===== config.mk =====
export PLATFORM = sky130hd
export DESIGN_NAME = hex_dump_loader_flat
export DESIGN_NICKNAME = d
export VERILOG_FILES = /design/src/rtl/hdl_pkg.sv /design/src/rtl/hdl_if.sv /design/src/rtl/hex_dump_loader.sv /design/src/rtl/hdl_char_class.sv /design/src/rtl/hdl_parse_core.sv /design/src/flat_wrapper.sv
export SDC_FILE = /design/constraint.sdc
export NUM_CORES = 1
export LEC_CHECK = 0
export BUFFER_PORTS_ARGS = -buffer_cell sky130_fd_sc_hd__buf_4
export CAP_MARGIN = 0
export CORE_UTILIZATION = 59
export CTS_CLUSTER_SIZE = 16
export DETAILED_ROUTE_END_ITERATION = 8
export PLACE_DENSITY = 0.88
export SLEW_MARGIN = 10
export SYNTH_ARGS = -nofsm -noshare
export SYNTH_HDL_FRONTEND = slang
export SYNTH_SLANG_ARGS = --single-unit

===== constraint.sdc =====
create_clock -name clk -period 4.73 [get_ports clk]
set_clock_uncertainty 0.1 [all_clocks]
set_input_delay 0.7095 -clock clk [delete_from_list [all_inputs] [get_ports clk]]
set_output_delay 0.7095 -clock clk [all_outputs]
set_load 0.01 [all_outputs]

===== src/rtl/hdl_pkg.sv =====
// hdl_pkg: types and constants shared by the hex dump loader
// character classes, digit phase codes, result record
// no dependencies
package hdl_pkg;

  localparam int unsigned MEM_BYTES_DEF = 32 * 1024;

  localparam int unsigned CH_W    = 8;
  localparam int unsigned ADDR_W  = 15;
  localparam int unsigned DATA_W  = 8;
  localparam int unsigned MARK_W  = 16;
  localparam int unsigned ACC_W   = 16;
  localparam int unsigned PHASE_W = 3;

  localparam logic [PHASE_W-1:0] PH_ADDR_LAST = 3'd3;
  localparam logic [PHASE_W-1:0] PH_ADDR_DONE = 3'd4;
  localparam logic [PHASE_W-1:0] PH_HALF_BYTE = 3'd5;

  typedef enum logic [2:0] {
    CLS_NEWLINE,
    CLS_BLANK,
    CLS_SKIP,
    CLS_HEX,
    CLS_BAD
  } char_cls_t;

  typedef struct packed {
    char_cls_t  cls;
    logic [3:0] nibble;
  } char_info_t;

  typedef struct packed {
    logic              wr_valid;
    logic [ADDR_W-1:0] wr_addr;
    logic [DATA_W-1:0] wr_data;
    logic              parse_error;
    logic [MARK_W-1:0] high_mark;
  } result_t;

endpackage


===== src/rtl/hdl_if.sv =====
// hdl_in_if, hdl_out_if: valid/ready channels of the hex dump loader
// depends on hdl_pkg for field widths
interface hdl_in_if;
  logic                     valid;
  logic                     ready;
  logic [hdl_pkg::CH_W-1:0] ch;

  modport source (output valid, output ch, input ready);
  modport sink   (input valid, input ch, output ready);
endinterface

interface hdl_out_if;
  logic                       valid;
  logic                       ready;
  logic                       wr_valid;
  logic [hdl_pkg::ADDR_W-1:0] wr_addr;
  logic [hdl_pkg::DATA_W-1:0] wr_data;
  logic                       parse_error;
  logic [hdl_pkg::MARK_W-1:0] high_mark;

  modport source (output valid, output wr_valid, output wr_addr, output wr_data,
                  output parse_error, output high_mark, input ready);
  modport sink   (input valid, input wr_valid, input wr_addr, input wr_data,
                  input parse_error, input high_mark, output ready);
endinterface


===== src/rtl/hex_dump_loader.sv =====
// hex_dump_loader: turns hex dump text, one character per transaction,
// into byte store commands; depends on hdl_pkg, hdl_if, hdl_char_class
// and hdl_parse_core
//
// in_chan carries one ascii character per transaction; out_chan returns
// exactly one result per character: a store strobe with address and
// byte, the sticky parse error flag and the high-water mark (one past
// the highest address stored, zero once an error is seen).
// a character is held in an input register, then the parser updates its
// line state and loads the result register, so a result is shown from the
// result register after its character has passed the input register; a
// stall on the result side can hold it there. the parser update is a single
// level of logic per character, giving one transaction per cycle sustained,
// limited only by the result side taking results.
// when the receiver stalls, the result register holds and the input
// register fills; in_chan.ready then drops until the result is taken.
// synchronous reset clears parser state and empties both registers; the
// first character after reset starts a new line at address zero.
module hex_dump_loader #(
  parameter int unsigned MEM_BYTES = hdl_pkg::MEM_BYTES_DEF
) (
  input logic     clk,
  input logic     rst_n,
  hdl_in_if.sink  in_chan,
  hdl_out_if.source out_chan
);

  logic [hdl_pkg::CH_W-1:0] ch_r;
  logic                     in_valid_r;
  logic                     out_valid_r;
  logic                     step;
  hdl_pkg::char_info_t      info;
  hdl_pkg::result_t         res;

  assign step          = in_valid_r && (!out_valid_r || out_chan.ready);
  assign in_chan.ready = !in_valid_r || step;

  always_ff @(posedge clk) begin
    if (!rst_n) begin
      in_valid_r  <= 1'b0;
      out_valid_r <= 1'b0;
    end else begin
      if (in_chan.ready) begin
        in_valid_r <= in_chan.valid;
      end
      if (step) begin
        out_valid_r <= 1'b1;
      end else if (out_chan.ready) begin
        out_valid_r <= 1'b0;
      end
    end
  end

  always_ff @(posedge clk) begin
    if (in_chan.ready && in_chan.valid) begin
      ch_r <= in_chan.ch;
    end
  end

  hdl_char_class u_class (
    .ch   (ch_r),
    .info (info)
  );

  hdl_parse_core #(
    .MEM_BYTES (MEM_BYTES)
  ) u_core (
    .clk   (clk),
    .rst_n (rst_n),
    .step  (step),
    .info  (info),
    .res   (res)
  );

  assign out_chan.valid       = out_valid_r;
  assign out_chan.wr_valid    = res.wr_valid;
  assign out_chan.wr_addr     = res.wr_addr;
  assign out_chan.wr_data     = res.wr_data;
  assign out_chan.parse_error = res.parse_error;
  assign out_chan.high_mark   = res.high_mark;

endmodule


===== src/rtl/hdl_char_class.sv =====
// hdl_char_class: sorts one ascii character into a class and hex value
// depends on hdl_pkg
module hdl_char_class (
  input  logic [hdl_pkg::CH_W-1:0] ch,
  output hdl_pkg::char_info_t      info
);

  always_comb begin
    info.cls    = hdl_pkg::CLS_BAD;
    info.nibble = 4'd0;
    case (ch) inside
      8'h0A: begin
        info.cls = hdl_pkg::CLS_NEWLINE;
      end
      8'h20, 8'h09, 8'h0B, 8'h0C, 8'h0D: begin
        info.cls = hdl_pkg::CLS_BLANK;
      end
      8'h3B, 8'h00: begin
        info.cls = hdl_pkg::CLS_SKIP;
      end
      [8'h30:8'h39]: begin
        info.cls    = hdl_pkg::CLS_HEX;
        info.nibble = ch[3:0];
      end
      [8'h41:8'h46], [8'h61:8'h66]: begin
        // letters a to f: low three bits 1..6 map to 10..15
        info.cls    = hdl_pkg::CLS_HEX;
        info.nibble = 4'(ch[2:0] + 3'd1) + 4'd8;
      end
      default: begin
        info.cls = hdl_pkg::CLS_BAD;
      end
    endcase
  end

endmodule


===== src/rtl/hdl_parse_core.sv =====
// hdl_parse_core: line parser state and result register
// depends on hdl_pkg; fed by hdl_char_class
module hdl_parse_core #(
  parameter int unsigned MEM_BYTES = hdl_pkg::MEM_BYTES_DEF
) (
  input  logic                clk,
  input  logic                rst_n,
  input  logic                step,
  input  hdl_pkg::char_info_t info,
  output hdl_pkg::result_t    res
);

  localparam logic [hdl_pkg::ACC_W:0] MEM_LIMIT = (hdl_pkg::ACC_W+1)'(MEM_BYTES);

  logic [hdl_pkg::PHASE_W-1:0] phase_r, phase_nxt;
  logic [hdl_pkg::ACC_W-1:0]   accum_r, accum_nxt;
  logic [hdl_pkg::ACC_W-1:0]   load_r, load_nxt;
  logic                        skip_r, skip_nxt;
  logic                        err_r, err_nxt;
  logic [hdl_pkg::MARK_W-1:0]  top_r, top_nxt;
  hdl_pkg::result_t            res_r, res_nxt;
  logic [hdl_pkg::ACC_W-1:0]   shifted;
  logic [hdl_pkg::ACC_W-1:0]   load_inc;

  assign shifted  = {accum_r[hdl_pkg::ACC_W-5:0], info.nibble};
  assign load_inc = load_r + 16'd1;

  always_comb begin
    phase_nxt       = phase_r;
    accum_nxt       = accum_r;
    load_nxt        = load_r;
    skip_nxt        = skip_r;
    err_nxt         = err_r;
    top_nxt         = top_r;
    res_nxt.wr_valid = 1'b0;
    res_nxt.wr_addr  = '0;
    res_nxt.wr_data  = '0;
    if (!err_r) begin
      if (info.cls == hdl_pkg::CLS_NEWLINE) begin
        phase_nxt = '0;
        accum_nxt = '0;
        load_nxt  = '0;
        skip_nxt  = 1'b0;
      end else if (!skip_r) begin
        case (info.cls)
          hdl_pkg::CLS_SKIP: begin
            skip_nxt = 1'b1;
          end
          hdl_pkg::CLS_BAD: begin
            err_nxt = 1'b1;
            top_nxt = '0;
          end
          hdl_pkg::CLS_HEX: begin
            accum_nxt = shifted;
            if (phase_r < hdl_pkg::PH_ADDR_LAST) begin
              phase_nxt = phase_r + 3'd1;
            end else if (phase_r == hdl_pkg::PH_ADDR_LAST) begin
              load_nxt  = shifted;
              accum_nxt = '0;
              phase_nxt = hdl_pkg::PH_ADDR_DONE;
            end else if ({1'b0, load_r} >= MEM_LIMIT) begin
              skip_nxt = 1'b1;
            end else if (phase_r == hdl_pkg::PH_ADDR_DONE) begin
              phase_nxt = hdl_pkg::PH_HALF_BYTE;
            end else begin
              res_nxt.wr_valid = 1'b1;
              res_nxt.wr_addr  = load_r[hdl_pkg::ADDR_W-1:0];
              res_nxt.wr_data  = shifted[hdl_pkg::DATA_W-1:0];
              accum_nxt        = '0;
              load_nxt         = load_inc;
              if (load_inc > top_r) begin
                top_nxt = load_inc;
              end
              phase_nxt = hdl_pkg::PH_ADDR_DONE;
            end
          end
          default: begin
            // blanks fall through untouched
          end
        endcase
      end
    end
    res_nxt.parse_error = err_nxt;
    res_nxt.high_mark   = err_nxt ? '0 : top_nxt;
  end

  always_ff @(posedge clk) begin
    if (!rst_n) begin
      phase_r <= '0;
      accum_r <= '0;
      load_r  <= '0;
      skip_r  <= 1'b0;
      err_r   <= 1'b0;
      top_r   <= '0;
    end else if (step) begin
      phase_r <= phase_nxt;
      accum_r <= accum_nxt;
      load_r  <= load_nxt;
      skip_r  <= skip_nxt;
      err_r   <= err_nxt;
      top_r   <= top_nxt;
    end
  end

  always_ff @(posedge clk) begin
    if (step) begin
      res_r <= res_nxt;
    end
  end

  assign res = res_r;

endmodule


===== src/flat_wrapper.sv =====
// flat-port wrapper written by rule: the top's interface ports become plain ports
module hex_dump_loader_flat 
#(
  parameter int unsigned MEM_BYTES = hdl_pkg::MEM_BYTES_DEF
)
  (clk, rst_n, in_chan_valid, in_chan_ch, in_chan_ready, out_chan_valid, out_chan_wr_valid, out_chan_wr_addr, out_chan_wr_data, out_chan_parse_error, out_chan_high_mark, out_chan_ready);
  hdl_in_if in_chan_i ();
  hdl_out_if out_chan_i ();
  input logic clk;
  input logic rst_n;
  input wire logic [$bits(in_chan_i.valid)-1:0] in_chan_valid;
  input wire logic [$bits(in_chan_i.ch)-1:0] in_chan_ch;
  output wire logic [$bits(in_chan_i.ready)-1:0] in_chan_ready;
  output wire logic [$bits(out_chan_i.valid)-1:0] out_chan_valid;
  output wire logic [$bits(out_chan_i.wr_valid)-1:0] out_chan_wr_valid;
  output wire logic [$bits(out_chan_i.wr_addr)-1:0] out_chan_wr_addr;
  output wire logic [$bits(out_chan_i.wr_data)-1:0] out_chan_wr_data;
  output wire logic [$bits(out_chan_i.parse_error)-1:0] out_chan_parse_error;
  output wire logic [$bits(out_chan_i.high_mark)-1:0] out_chan_high_mark;
  input wire logic [$bits(out_chan_i.ready)-1:0] out_chan_ready;
  assign in_chan_i.valid = in_chan_valid;
  assign in_chan_i.ch = in_chan_ch;
  assign in_chan_ready = in_chan_i.ready;
  assign out_chan_valid = out_chan_i.valid;
  assign out_chan_wr_valid = out_chan_i.wr_valid;
  assign out_chan_wr_addr = out_chan_i.wr_addr;
  assign out_chan_wr_data = out_chan_i.wr_data;
  assign out_chan_parse_error = out_chan_i.parse_error;
  assign out_chan_high_mark = out_chan_i.high_mark;
  assign out_chan_i.ready = out_chan_ready;
  hex_dump_loader #(.MEM_BYTES(MEM_BYTES)) u_core (.clk(clk), .rst_n(rst_n), .in_chan(in_chan_i), .out_chan(out_chan_i));
endmodule

# Word level (Yosys, flattened, before mapping)
# Cells that the tools add are included.
# totals
ff_bits	100
out_inout_bits	43
word_cells	121
# classes
n_addsub	4
n_lt_le_gt_ge	9
eq_ne	17
n_mux	53
n_bitwise	2
reduce_logical	22
# op_table
cell	count
16-bit two-way mux	15
12-bit two-way mux	7
8-bit by 4-bit equality test with 1-bit output, second input constant	5
3-bit two-way mux	11
16-bit case mux with 2 select lines	1
24-bit two-way mux	1
4-bit two-way mux	5
16-bit by 1-bit adder with 16-bit output, second input constant	1
8-bit by 6-bit equality test with 1-bit output, second input constant	2
16-bit >= comparator, second input constant	1
8-bit by 7-bit >= comparator with 1-bit output, second input constant	2
16-bit greater-than comparator	1
8-bit by 7-bit <= comparator with 1-bit output, second input constant	2
1-bit two-way mux	12
3-bit by 2-bit equality test with 1-bit output, second input constant	3
8-bit by 6-bit >= comparator with 1-bit output, second input constant	1
8-bit by 6-bit <= comparator with 1-bit output, second input constant	1
8-bit logical NOT	1
8-bit OR reduction	1
7-bit AND reduction	1
7-bit OR reduction	1
3-bit equality test, second input constant	2
3-bit inequality test, second input constant	2
1-bit logical AND	5
other kinds (18)	23

# Depth between registers and ports, before layout
# Gate-level depths: netlist of run 1.
# depth
depth_word	15
depth_mapped	15
depth_no_buf	14

# Modules after synthesis
# From an unflattened synthesis of run 1, not the netlist that was laid out.
# hier_totals
cells_unflattened	519
hier_area_um2	5321.4
# modules_own_cells
module	instances	cells_per_inst	area_each_um2	seq_area_each_um2
hdl_parse_core	1	459	4640.7	2212.1
hex_dump_loader	1	17	344.1	280.3
hdl_char_class	1	43	336.6	0.0

# Least setup slack after synthesis of run 1
# No wires, ideal clock.
# synth_timing
path_type	register to register
from	reg u_core.u_core.load_r[2] (netlist bit)
to	reg u_core.u_core.top_r[0] (netlist bit)
arrival_ps	3308
setup_slack_ps	1252
stages_incl_launch_ff	15
path_buffers	1
path_cell_list	dfxtp_1 -> and3_1 -> and3_1 -> and4_1 -> and3_1 -> xnor2_1 -> inv_1 -> ha_1 -> nand4_1 -> a2111oi_0 -> and3b_1 -> nor4_2 -> nand2_1 -> clkbuf_1 -> o2bb2ai_1
# synth_between
elab_chain_len	11
elab_cells_between_ends	12
cone_classes	add/sub: 1; order compare: 2; mux: 9
# synth_lines
element	line	source
start: declaration	hdl_parse_core.sv:17	logic [hdl_pkg::ACC_W-1:0] load_r, load_nxt;
start signal: assignment	hdl_parse_core.sv:98	load_r <= load_nxt;
16-bit by 1-bit adder with 16-bit output	hdl_parse_core.sv:26	assign load_inc = load_r + 16'd1;
16-bit greater-than comparator	hdl_parse_core.sv:71	if (load_inc > top_r) begin
16-bit two-way mux	hdl_parse_core.sv:71	
16-bit two-way mux	hdl_parse_core.sv:63	end else if (phase_r == hdl_pkg::PH_ADDR_DONE) begin
16-bit two-way mux *	hdl_parse_core.sv:61	end else if ({1'b0, load_r} >= MEM_LIMIT) begin
16-bit two-way mux *	hdl_parse_core.sv:57	end else if (phase_r == hdl_pkg::PH_ADDR_LAST) begin
16-bit two-way mux *	hdl_parse_core.sv:55	if (phase_r < hdl_pkg::PH_ADDR_LAST) begin
16-bit case mux with 2 select lines *	hdl_parse_core.sv:45	case (info.cls)
16-bit two-way mux *	hdl_parse_core.sv:44	end else if (!skip_r) begin
16-bit two-way mux *	hdl_parse_core.sv:39	if (info.cls == hdl_pkg::CLS_NEWLINE) begin
16-bit two-way mux *	hdl_parse_core.sv:38	if (!err_r) begin
end signal: assignment	hdl_parse_core.sv:101	top_r <= top_nxt;
end: declaration	hdl_parse_core.sv:20	logic [hdl_pkg::MARK_W-1:0] top_r, top_nxt;
# Every way passes the cells marked *; elsewhere a longest branch is shown, timed or not.
# A chain may end at the register's enable or synchronous reset.

# Worst setup path in the final report of run 1
# layout_timing
from	reg u_core.u_core.load_r[2] (netlist bit)
to	reg u_core.u_core.res_r (netlist bit u_core.u_core.res[1]), data pin
# layout_between
elab_chain_len	11
elab_cells_between_ends	12
cone_classes	add/sub: 1; order compare: 2; mux: 9
# layout_lines
element	line	source
16-bit by 1-bit adder with 16-bit output	hdl_parse_core.sv:26	
16-bit greater-than comparator	hdl_parse_core.sv:71	
16-bit two-way mux	hdl_parse_core.sv:71	
16-bit two-way mux	hdl_parse_core.sv:63	
16-bit two-way mux *	hdl_parse_core.sv:61	
16-bit two-way mux *	hdl_parse_core.sv:57	
16-bit two-way mux *	hdl_parse_core.sv:55	
16-bit case mux with 2 select lines *	hdl_parse_core.sv:45	
16-bit two-way mux *	hdl_parse_core.sv:44	
16-bit two-way mux *	hdl_parse_core.sv:39	
16-bit two-way mux *	hdl_parse_core.sv:38	
end signal: assignment	hdl_parse_core.sv:107	res_r <= res_nxt;
end: declaration	hdl_parse_core.sv:21	hdl_pkg::result_t res_r, res_nxt;
# Marked as above.

==> results of run 1 <==
area by class of cell:
type	count	area share [%]
inverter	42	2.76
timing repair buffer	62	8.15
multi-input combinational	339	39.6
clock inverter	7	1.42
clock buffer	9	2.17
tap	105	2.30
sequential	100	43.6
power groups by stage:
stage,Clock [W],Combinational (W),Sequential [W]
6_report,0.000567,0.0000926,0.000937
5_1_grt,0.000608,0.000101,0.000939
4_1_cts,0.000575,0.0000924,0.000937
3_5_place_dp,0,0.0000919,0.000957
3_3_place_gp,0,0.0000888,0.000955
2_1_floorplan,0,0.0000438,0.000962
metal layers:
metal,vias to the layer above,global-route usage (%)
met4,0,13.7
met2,176,43.7
met1,1886,34.1
li1,1917,-
met5,-,0
met3,38,5.34
worst register-to-register path: stages, from the launching register on:
cell and delay (ns):
dfxtp_1 0.46, and3_1 0.23, and3_1 0.22, and4_1 0.28, nand4_1 0.13, xor2_1 0.31, inv_1 0.09, ha_1 0.34
nand4_1 0.13, a2111oi_0 0.43, nand3b_1 0.24, a21o_1 0.15, o21ai_1 0.38, a2bb2o_1 0.42
cell families after synthesis:
kind of cell	count (synthesis)	synth area share (%)
fa+ha+maj	26	6.48
xor+xnor	16	2.79
buf+inv	64	5.29
mux	1	0.200
flops	100	49.7
simple gates	171	17.9
compound gates	125	17.7
flip-flops by register name (all words and copies together) (netlist names):
register	flops
u_core.ch_r	8
u_core.in_valid_r	1
u_core.out_chan.valid	1
u_core.u_core.load_r	16
u_core.u_core.err_r	1
u_core.u_core.accum_r	12
u_core.u_core.skip_r	1
u_core.u_core.top_r	16
u_core.u_core.res	41
u_core.u_core.phase_r	3
synth_stat cells (5+ instances only):
cell / count
inv_1: 40
nand4_1: 8
a22oi_1: 5
nand3_1: 22
nor2b_1: 7
edfxtp_1: 49
nor2_1: 25
xor2_1: 7
nand2b_1: 6
xnor2_1: 9
a21oi_1: 35
or3_1: 5
a32o_1: 7
dfxtp_1: 51
o2bb2ai_1: 26
ha_1: 26
nand2_1: 51
and2_1: 19
clkbuf_1: 16
o21ai_0: 17
and3_1: 8
cells in the final DEF (no fill, tap or decap), drive strengths merged, types with 6 or more instances in the layout:
| cell type | instances |
|---|---|
| a21oi | 36 |
| or3 | 6 |
| dfxtp | 51 |
| inv | 44 |
| o21ai | 18 |
| and2 | 19 |
| nor2b | 7 |
| buf | 62 |
| o2bb2ai | 26 |
| nand4 | 8 |
| nand2b | 6 |
| nor2 | 25 |
| nand3 | 22 |
| ha | 26 |
| xnor2 | 9 |
| and3 | 8 |
| a32o | 7 |
| clkbuf | 9 |
| nand2 | 51 |
| xor2 | 7 |
| edfxtp | 49 |
through the flow:
step / instances / utilization, %
2_1_floorplan: 503 / -
3_3_place_gp: 648 / 67.0
3_5_place_dp: 648 / 67.0
4_1_cts: 664 / 69.5
5_1_grt: 664 / 69.5
6_report: 664 / 69.5
worst min path at each step:
stage	from	endpoint	depth (start not counted)
finish	u_core.u_core.accum_r[8]	u_core.u_core.accum_r[8]	2
global route	u_core.u_core.accum_r[8]	u_core.u_core.accum_r[8]	2
CTS	u_core.u_core.accum_r[8]	u_core.u_core.accum_r[8]	2
detailed placement	u_core.u_core.accum_r[8]	u_core.u_core.accum_r[8]	2
global placement	u_core.u_core.accum_r[10]	u_core.u_core.accum_r[10]	2
floorplan	u_core.u_core.accum_r[10]	u_core.u_core.accum_r[10]	2
==> impl_metrics.py, run 1 <==
metrics = {
    "placement": {
        "placedInstanceArea_um2": 5510,
        "place.detailed.hpwl_um": 7840,
        "io_buffers": 54,
        "pre_cts_slack_ns": 0.728,
        "gp_congestion": 0.940,
    },
    "pwr": {
        "powerDensity_nw_per_um2": 280,
        "leakage_nw": 2.19,
        "power_frac_comb_pct": 5.8,
        "pwr-share-seq_pct": 58.7,
        "ir_drop_mv": 0.135,
        "p_sw_w": 0.000379,
        "power.share.clock_pct": 35.5,
        "p_int_w": 0.00122,
        "switching_share_pct": 23.7,
        "finalPower_w": 0.00160,
    },
    "synthesis": {
        "synth_area_leader_cell": "edfxtp_1",
        "ys_ff_latch": 100,
        "ys_async_sr_fraction_pct": 0,
        "synth-edff-count": 49,
        "synth_top_area_share_pct": 29.3,
        "synth.area.top_cells": "edfxtp_1, dfxtp_1, ha_1",
        "synth.net_count": 541,
        "ys_seq_area_share_pct": 49.7,
        "synth_top_flop_cell": "dfxtp_1",
        "yosysWarnings": 0,
        "ys_types": 61,
        "netlist_area_um2": 5020,
        "netlist_instances": 503,
        "synth.avg_cell_area_um2": 9.97,
    },
    "setup_path": {
        "startpoint": "u_core.u_core.load_r[2]",
        "cp_slowest_cell": "dfxtp_1",
        "startpoint_type": "register",
        "r2r.worst_path.cells": 13,
        "max_stage_delay_ns": 0.46,
        "crit_cells": 13,
        "r2r_end": "u_core.u_core.res[1]",
        "rrSetupSlack_ns": 0.58,
        "critPathCaptureType": "register",
        "cp.buffers_inverters": 1,
        "rr_startpoint": "u_core.u_core.load_r[2]",
        "critical_path_class": "reg2reg",
        "critPathTopFamily": "compound AO/OA/AOI/OAI gates",
        "crit_path_max_fanout": 15,
        "critPathCapture": "u_core.u_core.res[1]",
        "crit_chain": "and3_1 > and3_1 > and4_1 > nand4_1 > xor2_1 > inv_1 > ha_1 > nand4_1 > a2111oi_0 > nand3b_1 > a21o_1 > o21ai_1 > a2bb2o_1",
        "worstPathRequired_ns": 4.76,
        "arrival_ns": 4.18,
    },
    "finish": {
        "ff_latch_area_um2": 2490,
        "drive_above_1_share_pct": 15.9,
        "diodes": 0,
        "nets": 592,
        "nFillCells": 592,
        "multi_input_area_um2": 2260,
        "postLayoutCellArea_um2": 5710,
        "area_growth_pct": 13.8,
    },
    "timing": {
        "setup_viol_count_final": 0,
        "fmax_ghz": 0.241,
        "rsz0062_at_grt": "false",
        "slew_headroom_pct": 23.5,
        "worst_slack_ns": 0.580,
        "fin_tns_setup_ns": 0,
        "hold_slack_ns": 0.367,
        "slew_violations": 0,
        "worstMarginPinSlew_ns": 1.14,
        "period_share_pct": 87.7,
        "fin_crit_ns": 4.15,
        "hold_violations": 0,
    },
    "detailed_routing": {
        "wl_per_cell_um": 16.9,
        "vias": 4017,
        "top_layer_used": "met4",
        "final_antenna_net_count": 0,
        "viasPerCell": 6.05,
        "drt_iter0_markers": 352,
        "post-route-drc-count": 0,
        "drt-met1-wl_um": 4680,
        "routed_wl_um": 11200,
        "met2_length_um": 5370,
        "route.met3.wl_um": 703,
        "first_pass_iters": 5,
    },
    "clock_network": {
        "ctsHtreeMaxLevel": 3,
        "root_buffer": "clkbuf_8",
        "cts_resized": 0,
        "clockBufferDepth": 2,
        "insertion_delay_ns": 0.37,
        "clock_sinks": 100,
        "cts_tree": "yes",
        "clkTransAtPathRegs_ns": 0.11,
        "post-cts-setup-buffer-count": 0,
        "cts_buffers": 9,
        "cts_hold_buf": 0,
    },
    "global_routing": {
        "grt_pass1_wl_um": 18300,
        "antenna_found_initial": 0,
        "grt.total_usage_pct": 27.0,
        "grt_overflow_total": 0,
        "grt_max_degree": 43,
        "grt_pass1_vias": 3784,
    },
    "job": {
        "drv_cap": 0,
    },
    "floorplan": {
        "fp.dieArea_um2": 8880,
        "std_cell_rows": 33,
        "io_pins": 55,
        "start_util_pct": 61.1,
        "die_w_um": 94.2,
        "die_height_um": 94.2,
        "core_region_area_um2": 8220,
    },
    "outcome": {
        "status": "finished clean",
    },
    "min_path": {
        "worstHoldPathType": "reg2reg",
    },
}
(Power assumes the default switching activity.)
==> inputs of run 2 (changes only) <==
--- a/config.mk
+++ b/config.mk
@@ -7,6 +7,7 @@
 export LEC_CHECK = 0
 export BUFFER_PORTS_ARGS = -buffer_cell sky130_fd_sc_hd__buf_4
 export CAP_MARGIN = 0
+export CORE_ASPECT_RATIO = 0.7
 export CORE_UTILIZATION = 59
 export CTS_CLUSTER_SIZE = 16
 export DETAILED_ROUTE_END_ITERATION = 8
==> impl_metrics.py, run 2 (synthesis results as in run 1) <==
metrics = {
    "outcome": {
        "status": "finished with violations",
        "violations": "DRC",
    },
    "global_routing": {
        "grt.total_usage_pct": 27.5,
        "grt_max_degree": 43,
        "grt_pass1_vias": 3796,
        "grt_pass1_wl_um": 18700,
        "antenna_found_initial": 0,
        "grt_overflow_total": 0,
    },
    "min_path": {
        "min_from": "u_core.u_core.accum_r[9]",
        "worstHoldPathType": "reg2reg",
        "min_to": "u_core.u_core.accum_r[9]",
        "min_path_cells": 2,
    },
    "detailed_routing": {
        "drt_iter0_markers": 507,
        "final_antenna_net_count": 0,
        "first_pass_iters": 7,
        "post-route-drc-count": 3,
        "viasPerCell": 6.17,
        "vias": 4067,
        "routed_wl_um": 11800,
        "wl_per_cell_um": 17.9,
    },
    "clock_network": {
        "root_buffer": "clkbuf_16",
        "cts_hold_buf": 0,
        "post-cts-setup-buffer-count": 0,
        "cts_buffers": 9,
        "clock_sinks": 100,
        "clockBufferDepth": 2,
        "ctsHtreeMaxLevel": 3,
        "clkTransAtPathRegs_ns": 0.07,
        "insertion_delay_ns": 0.34,
        "cts_tree": "yes",
        "cts_resized": 0,
    },
    "placement": {
        "gp_congestion": 0.929,
        "place.detailed.hpwl_um": 8390,
        "io_buffers": 54,
    },
    "timing": {
        "period_share_pct": 91.8,
        "setup_viol_count_final": 0,
        "worstMarginPinSlew_ns": 1.16,
        "fmax_ghz": 0.230,
        "slew_headroom_pct": 22.0,
        "hold_slack_ns": 0.357,
        "slew_violations": 0,
        "fin_tns_setup_ns": 0,
        "rsz0062_at_grt": "false",
        "hold_violations": 0,
        "fin_crit_ns": 4.34,
    },
    "floorplan": {
        "std_cell_rows": 27,
        "die_w_um": 112,
        "start_util_pct": 62.4,
        "die_height_um": 79.2,
        "core_region_area_um2": 8040,
        "fp.dieArea_um2": 8880,
        "io_pins": 55,
    },
    "setup_path": {
        "arrival_ns": 4.33,
        "rr_startpoint": "u_core.u_core.load_r[2]",
        "critPathCaptureType": "register",
        "crit_path_max_fanout": 15,
        "rrSetupSlack_ns": 0.39,
        "r2r.worst_path.cells": 13,
        "startpoint_type": "register",
        "r2r_end": "u_core.u_core.res[1]",
        "worstPathRequired_ns": 4.72,
        "critical_path_class": "reg2reg",
    },
    "pwr": {
        "power.share.clock_pct": 41.0,
        "finalPower_w": 0.00175,
        "ir_drop_mv": 0.281,
        "p_sw_w": 0.000368,
        "pwr-share-seq_pct": 53.7,
        "leakage_nw": 2.23,
        "power_frac_comb_pct": 5.3,
        "powerDensity_nw_per_um2": 302,
        "p_int_w": 0.00138,
        "switching_share_pct": 21.1,
    },
    "finish": {
        "nFillCells": 606,
        "final_common_cell": "buf_4",
        "most-common-layout-cells": "buf_4, nand2_1, dfxtp_1",
        "diodes": 0,
        "area_growth_pct": 15.3,
        "drive_above_1_share_pct": 15.4,
        "multi_input_area_um2": 2260,
        "largest_register_ffs": 41,
        "final_util_pct": 72.0,
        "nets": 591,
        "ff_latch_area_um2": 2490,
    },
    "job": {
        "drv_cap": 0,
    },
}
## run 2: cell count changes in the layout (fill, tap and decap cells not counted), sizes merged
cell / before / now
bufinv: 1 / 0
buf: 62 / 61
inv: 44 / 40
clkbuf: 9 / 15
clkinvlp: 1 / 0
## run 2: cell type report
cell class              instances  share of cell area [%]
inverters                      42                    2.72
repair buffers                 61                    7.91
flip-flops and latches        100                    43.1
clock buffers                  15                    4.97
well taps                     101                    2.18
multi-input cells             339                    39.0
clock inverters                 1                  0.0865
## run 2: through the flow
| step | cells | area, um^2 | worst slack (ns) |
|---|---|---|---|
| 3_3_place_gp | 643 | 5490 | 0.748 |
| 5_1_grt | 659 | 5790 | 0.0512 |
| 3_5_place_dp | 643 | 5490 | 0.540 |
| 2_1_floorplan | 503 | 5020 | 1.25 |
| 4_1_cts | 659 | 5790 | 0.457 |
| 6_report | 659 | 5790 | 0.390 |
## run 2: power groups by stage
| stage | logic [W] | clock network, W | registers [W] |
|---|---|---|---|
| 2_1_floorplan | 0.0000438 | 0 | 0.000962 |
| 3_3_place_gp | 0.0000899 | 0 | 0.000956 |
| 3_5_place_dp | 0.0000929 | 0 | 0.000957 |
| 4_1_cts | 0.0000935 | 0.000722 | 0.000938 |
| 5_1_grt | 0.0000994 | 0.000758 | 0.000940 |
| 6_report | 0.0000931 | 0.000716 | 0.000938 |
## run 2: routing by layer
metal	routed length [um]	track usage, %	vias up
met5	0	0	-
met4	137	8.13	0
met3	1210	7.02	18
met2	5380	43.4	192
met1	5060	37.6	1929
li1	-	-	1928
## run 2: worst max path at each step
stage / start / endpoint / slack (ns) / depth (start not counted)
detailed placement: u_core.u_core.load_r[2] / u_core.u_core.res[1] / 0.54 / 13
CTS: u_core.u_core.load_r[2] / u_core.u_core.res[1] / 0.46 / 13
global route: u_core.u_core.load_r[2] / u_core.u_core.top_r[11] / 0.05 / 13
global placement: u_core.u_core.load_r[3] / u_core.u_core.res[1] / 0.75 / 13
floorplan: u_core.u_core.load_r[2] / u_core.u_core.top_r[0] / 1.25 / 14
finish: u_core.u_core.load_r[2] / u_core.u_core.res[1] / 0.39 / 13
## run 2: critical path, cell delays in order (launching register included)
cell and delay, ns:
dfxtp_1 0.44, and3_1 0.23, and3_1 0.23, and4_1 0.27, nand4_1 0.13, xor2_1 0.36, inv_1 0.09, ha_1 0.33
nand4_1 0.13, a2111oi_0 0.53, nand3b_1 0.26, a21o_1 0.16, o21ai_1 0.38, a2bb2o_1 0.43
==> inputs of run 3 (changes only) <==
--- a/config.mk
+++ b/config.mk
@@ -7,8 +7,10 @@
 export LEC_CHECK = 0
 export BUFFER_PORTS_ARGS = -buffer_cell sky130_fd_sc_hd__buf_4
 export CAP_MARGIN = 0
+export CELL_PAD_IN_SITES_DETAIL_PLACEMENT = 2
+export CELL_PAD_IN_SITES_GLOBAL_PLACEMENT = 2
 export CORE_ASPECT_RATIO = 0.7
-export CORE_UTILIZATION = 59
+export CORE_UTILIZATION = 38
 export CTS_CLUSTER_SIZE = 16
 export DETAILED_ROUTE_END_ITERATION = 8
 export PLACE_DENSITY = 0.88
==> impl_metrics.py, run 3 (synthesis results as in run 1) <==
metrics = {
    "clock_network": {
        "post-cts-setup-buffer-count": 0,
        "clock_sinks": 100,
        "root_buffer": "clkbuf_16",
        "cts_hold_buf": 0,
        "clkTransAtPathRegs_ns": 0.07,
        "ctsHtreeMaxLevel": 3,
        "cts_buffers": 9,
        "cts_tree": "yes",
        "clockBufferDepth": 2,
        "insertion_delay_ns": 0.35,
        "cts_resized": 0,
    },
    "pwr": {
        "p_int_w": 0.00134,
        "pwr-share-seq_pct": 53.6,
        "leakage_nw": 2.23,
        "powerDensity_nw_per_um2": 299,
        "p_sw_w": 0.000414,
        "power.share.clock_pct": 40.6,
        "switching_share_pct": 23.6,
        "ir_drop_mv": 0.176,
        "power_frac_comb_pct": 5.8,
    },
    "timing": {
        "hold_violations": 0,
        "fin_tns_setup_ns": 0,
        "fmax_ghz": 0.220,
        "slew_headroom_pct": 36.2,
        "fin_crit_ns": 4.54,
        "rsz0062_at_grt": "false",
        "slew_violations": 0,
        "period_share_pct": 96.1,
        "worstMarginPinSlew_ns": 0.950,
        "setup_viol_count_final": 0,
    },
    "setup_path": {
        "crit_chain": "and3_1 > and3_1 > and4_1 > nand4_1 > xor2_1 > inv_1 > ha_1 > nand4_1 > a2111oi_0 > and3b_1 > or3_1 > a2bb2o_1",
        "r2r_end": "u_core.u_core.res[1]",
        "cp_slowest_cell": "or3_1",
        "worstPathRequired_ns": 4.84,
        "max_stage_delay_ns": 0.62,
        "critPathTopFamily": "simple AND/OR/NAND/NOR gates",
        "crit_path_max_fanout": 14,
        "arrival_ns": 4.66,
        "rrSetupSlack_ns": 0.19,
        "startpoint_type": "register",
        "cp.buffers_inverters": 1,
        "r2r.worst_path.cells": 12,
        "critPathCaptureType": "register",
        "rr_startpoint": "u_core.u_core.load_r[2]",
        "critical_path_class": "reg2reg",
    },
    "finish": {
        "diodes": 0,
        "most-common-layout-cells": "buf_4, nand2_1, dfxtp_1",
        "nets": 593,
        "largest_register_ffs": 41,
        "drive_above_1_share_pct": 16.1,
        "final_common_cell": "buf_4",
        "final_util_pct": 46.4,
        "area_growth_pct": 17.0,
    },
    "detailed_routing": {
        "wl_per_cell_um": 23.5,
        "routed_wl_um": 17000,
        "post-route-drc-count": 0,
        "drt_iter0_markers": 199,
        "final_antenna_net_count": 0,
        "vias": 4213,
        "first_pass_iters": 4,
        "viasPerCell": 5.84,
    },
    "floorplan": {
        "die_height_um": 98.1,
        "start_util_pct": 39.7,
        "core_region_area_um2": 12600,
        "io_pins": 55,
        "die_w_um": 139,
        "std_cell_rows": 34,
        "fp.dieArea_um2": 13700,
    },
    "job": {
        "drv_cap": 0,
    },
    "global_routing": {
        "use_met2_pct": 46.3,
        "antenna_found_initial": 0,
        "grt_overflow_total": 0,
        "busiest_layer": "met2",
        "grt.total_usage_pct": 26.0,
        "grtUsageMet3_pct": 4.46,
        "grt_util_met1_pct": 33.0,
        "grt_max_degree": 43,
        "grt_pass1_vias": 4718,
        "grt_pass1_wl_um": 26900,
    },
    "placement": {
        "io_buffers": 54,
        "gp_congestion": 0.837,
        "place.detailed.hpwl_um": 12300,
    },
    "min_path": {
        "min_from": "u_core.u_core.accum_r[10]",
        "worstHoldPathType": "reg2reg",
        "min_path_cells": 2,
        "min_to": "u_core.u_core.accum_r[10]",
    },
    "outcome": {
        "status": "finished clean",
    },
}
run 3: changes by cell type in the layout (fill, tap and decap cells not counted), sizes merged:
cell / previous run / this run
clkinv: 3 / 7
clkbuf: 15 / 11
buf: 61 / 63
run 3: through the flow:
| stage | total power, W | setup slack (ns) | instances | area, um^2 | hold slack (ns) |
|---|---|---|---|---|---|
| floorplan | 0.00101 | 1.25 | 503 | 5020 | 0.332 |
| global placement | 0.00105 | 0.733 | 706 | 5590 | 0.343 |
| detailed placement | 0.00106 | 0.310 | 706 | 5590 | 0.365 |
| CTS | 0.00177 | 0.0699 | 722 | 5860 | 0.376 |
| global route | 0.00180 | 0.0506 | 722 | 5870 | 0.402 |
| finish | 0.00175 | 0.187 | 722 | 5870 | 0.375 |
run 3: how the worst max path moves through the flow:
stage	from	endpoint	slack (ns)	depth (start not counted)
floorplan	u_core.u_core.load_r[2]	u_core.u_core.top_r[0]	1.25	14
global placement	u_core.u_core.load_r[2]	u_core.u_core.res[1]	0.73	13
detailed placement	u_core.u_core.load_r[2]	u_core.u_core.res[1]	0.31	13
CTS	u_core.u_core.load_r[2]	u_core.u_core.res[1]	0.07	13
global route	u_core.u_core.load_r[2]	u_core.u_core.res[1]	0.05	12
finish	u_core.u_core.load_r[2]	u_core.u_core.res[1]	0.19	12
run 3: final cells by class:
cell class / instances / area (um^2)
inverter: 42 / 158
tap: 162 / 203
clock buffer: 11 / 243
timing repair buffer: 63 / 473
fill: 1330 / 6770
sequential: 100 / 2490
multi-input combinational: 339 / 2260
clock inverter: 5 / 36.3
run 3: worst register-to-register path, stage by stage, from the launching register on:
cell and delay (ns):
dfxtp_1 0.46, and3_1 0.25, and3_1 0.25, and4_1 0.29
nand4_1 0.15, xor2_1 0.43, inv_1 0.13, ha_1 0.37
nand4_1 0.16, a2111oi_0 0.55, and3b_1 0.29, or3_1 0.62
a2bb2o_1 0.36
run 3: layer usage:
layer | share of wire, % | vias to the layer above
met5 | 0 | -
met4 | 1.0 | 0
met3 | 3.7 | 18
met2 | 49 | 88
met1 | 46 | 2180
li1 | - | 1927
run 3: power by group through the flow:
stage                     Combinational [W]  Clock (W)  Sequential [W]
final                              0.000101   0.000712        0.000940
after global routing               0.000107   0.000749        0.000942
after CTS                          0.000101   0.000725        0.000940
after detailed placement           0.000101          0        0.000960
after floorplan                   0.0000438          0        0.000962
after global placement            0.0000948          0        0.000957
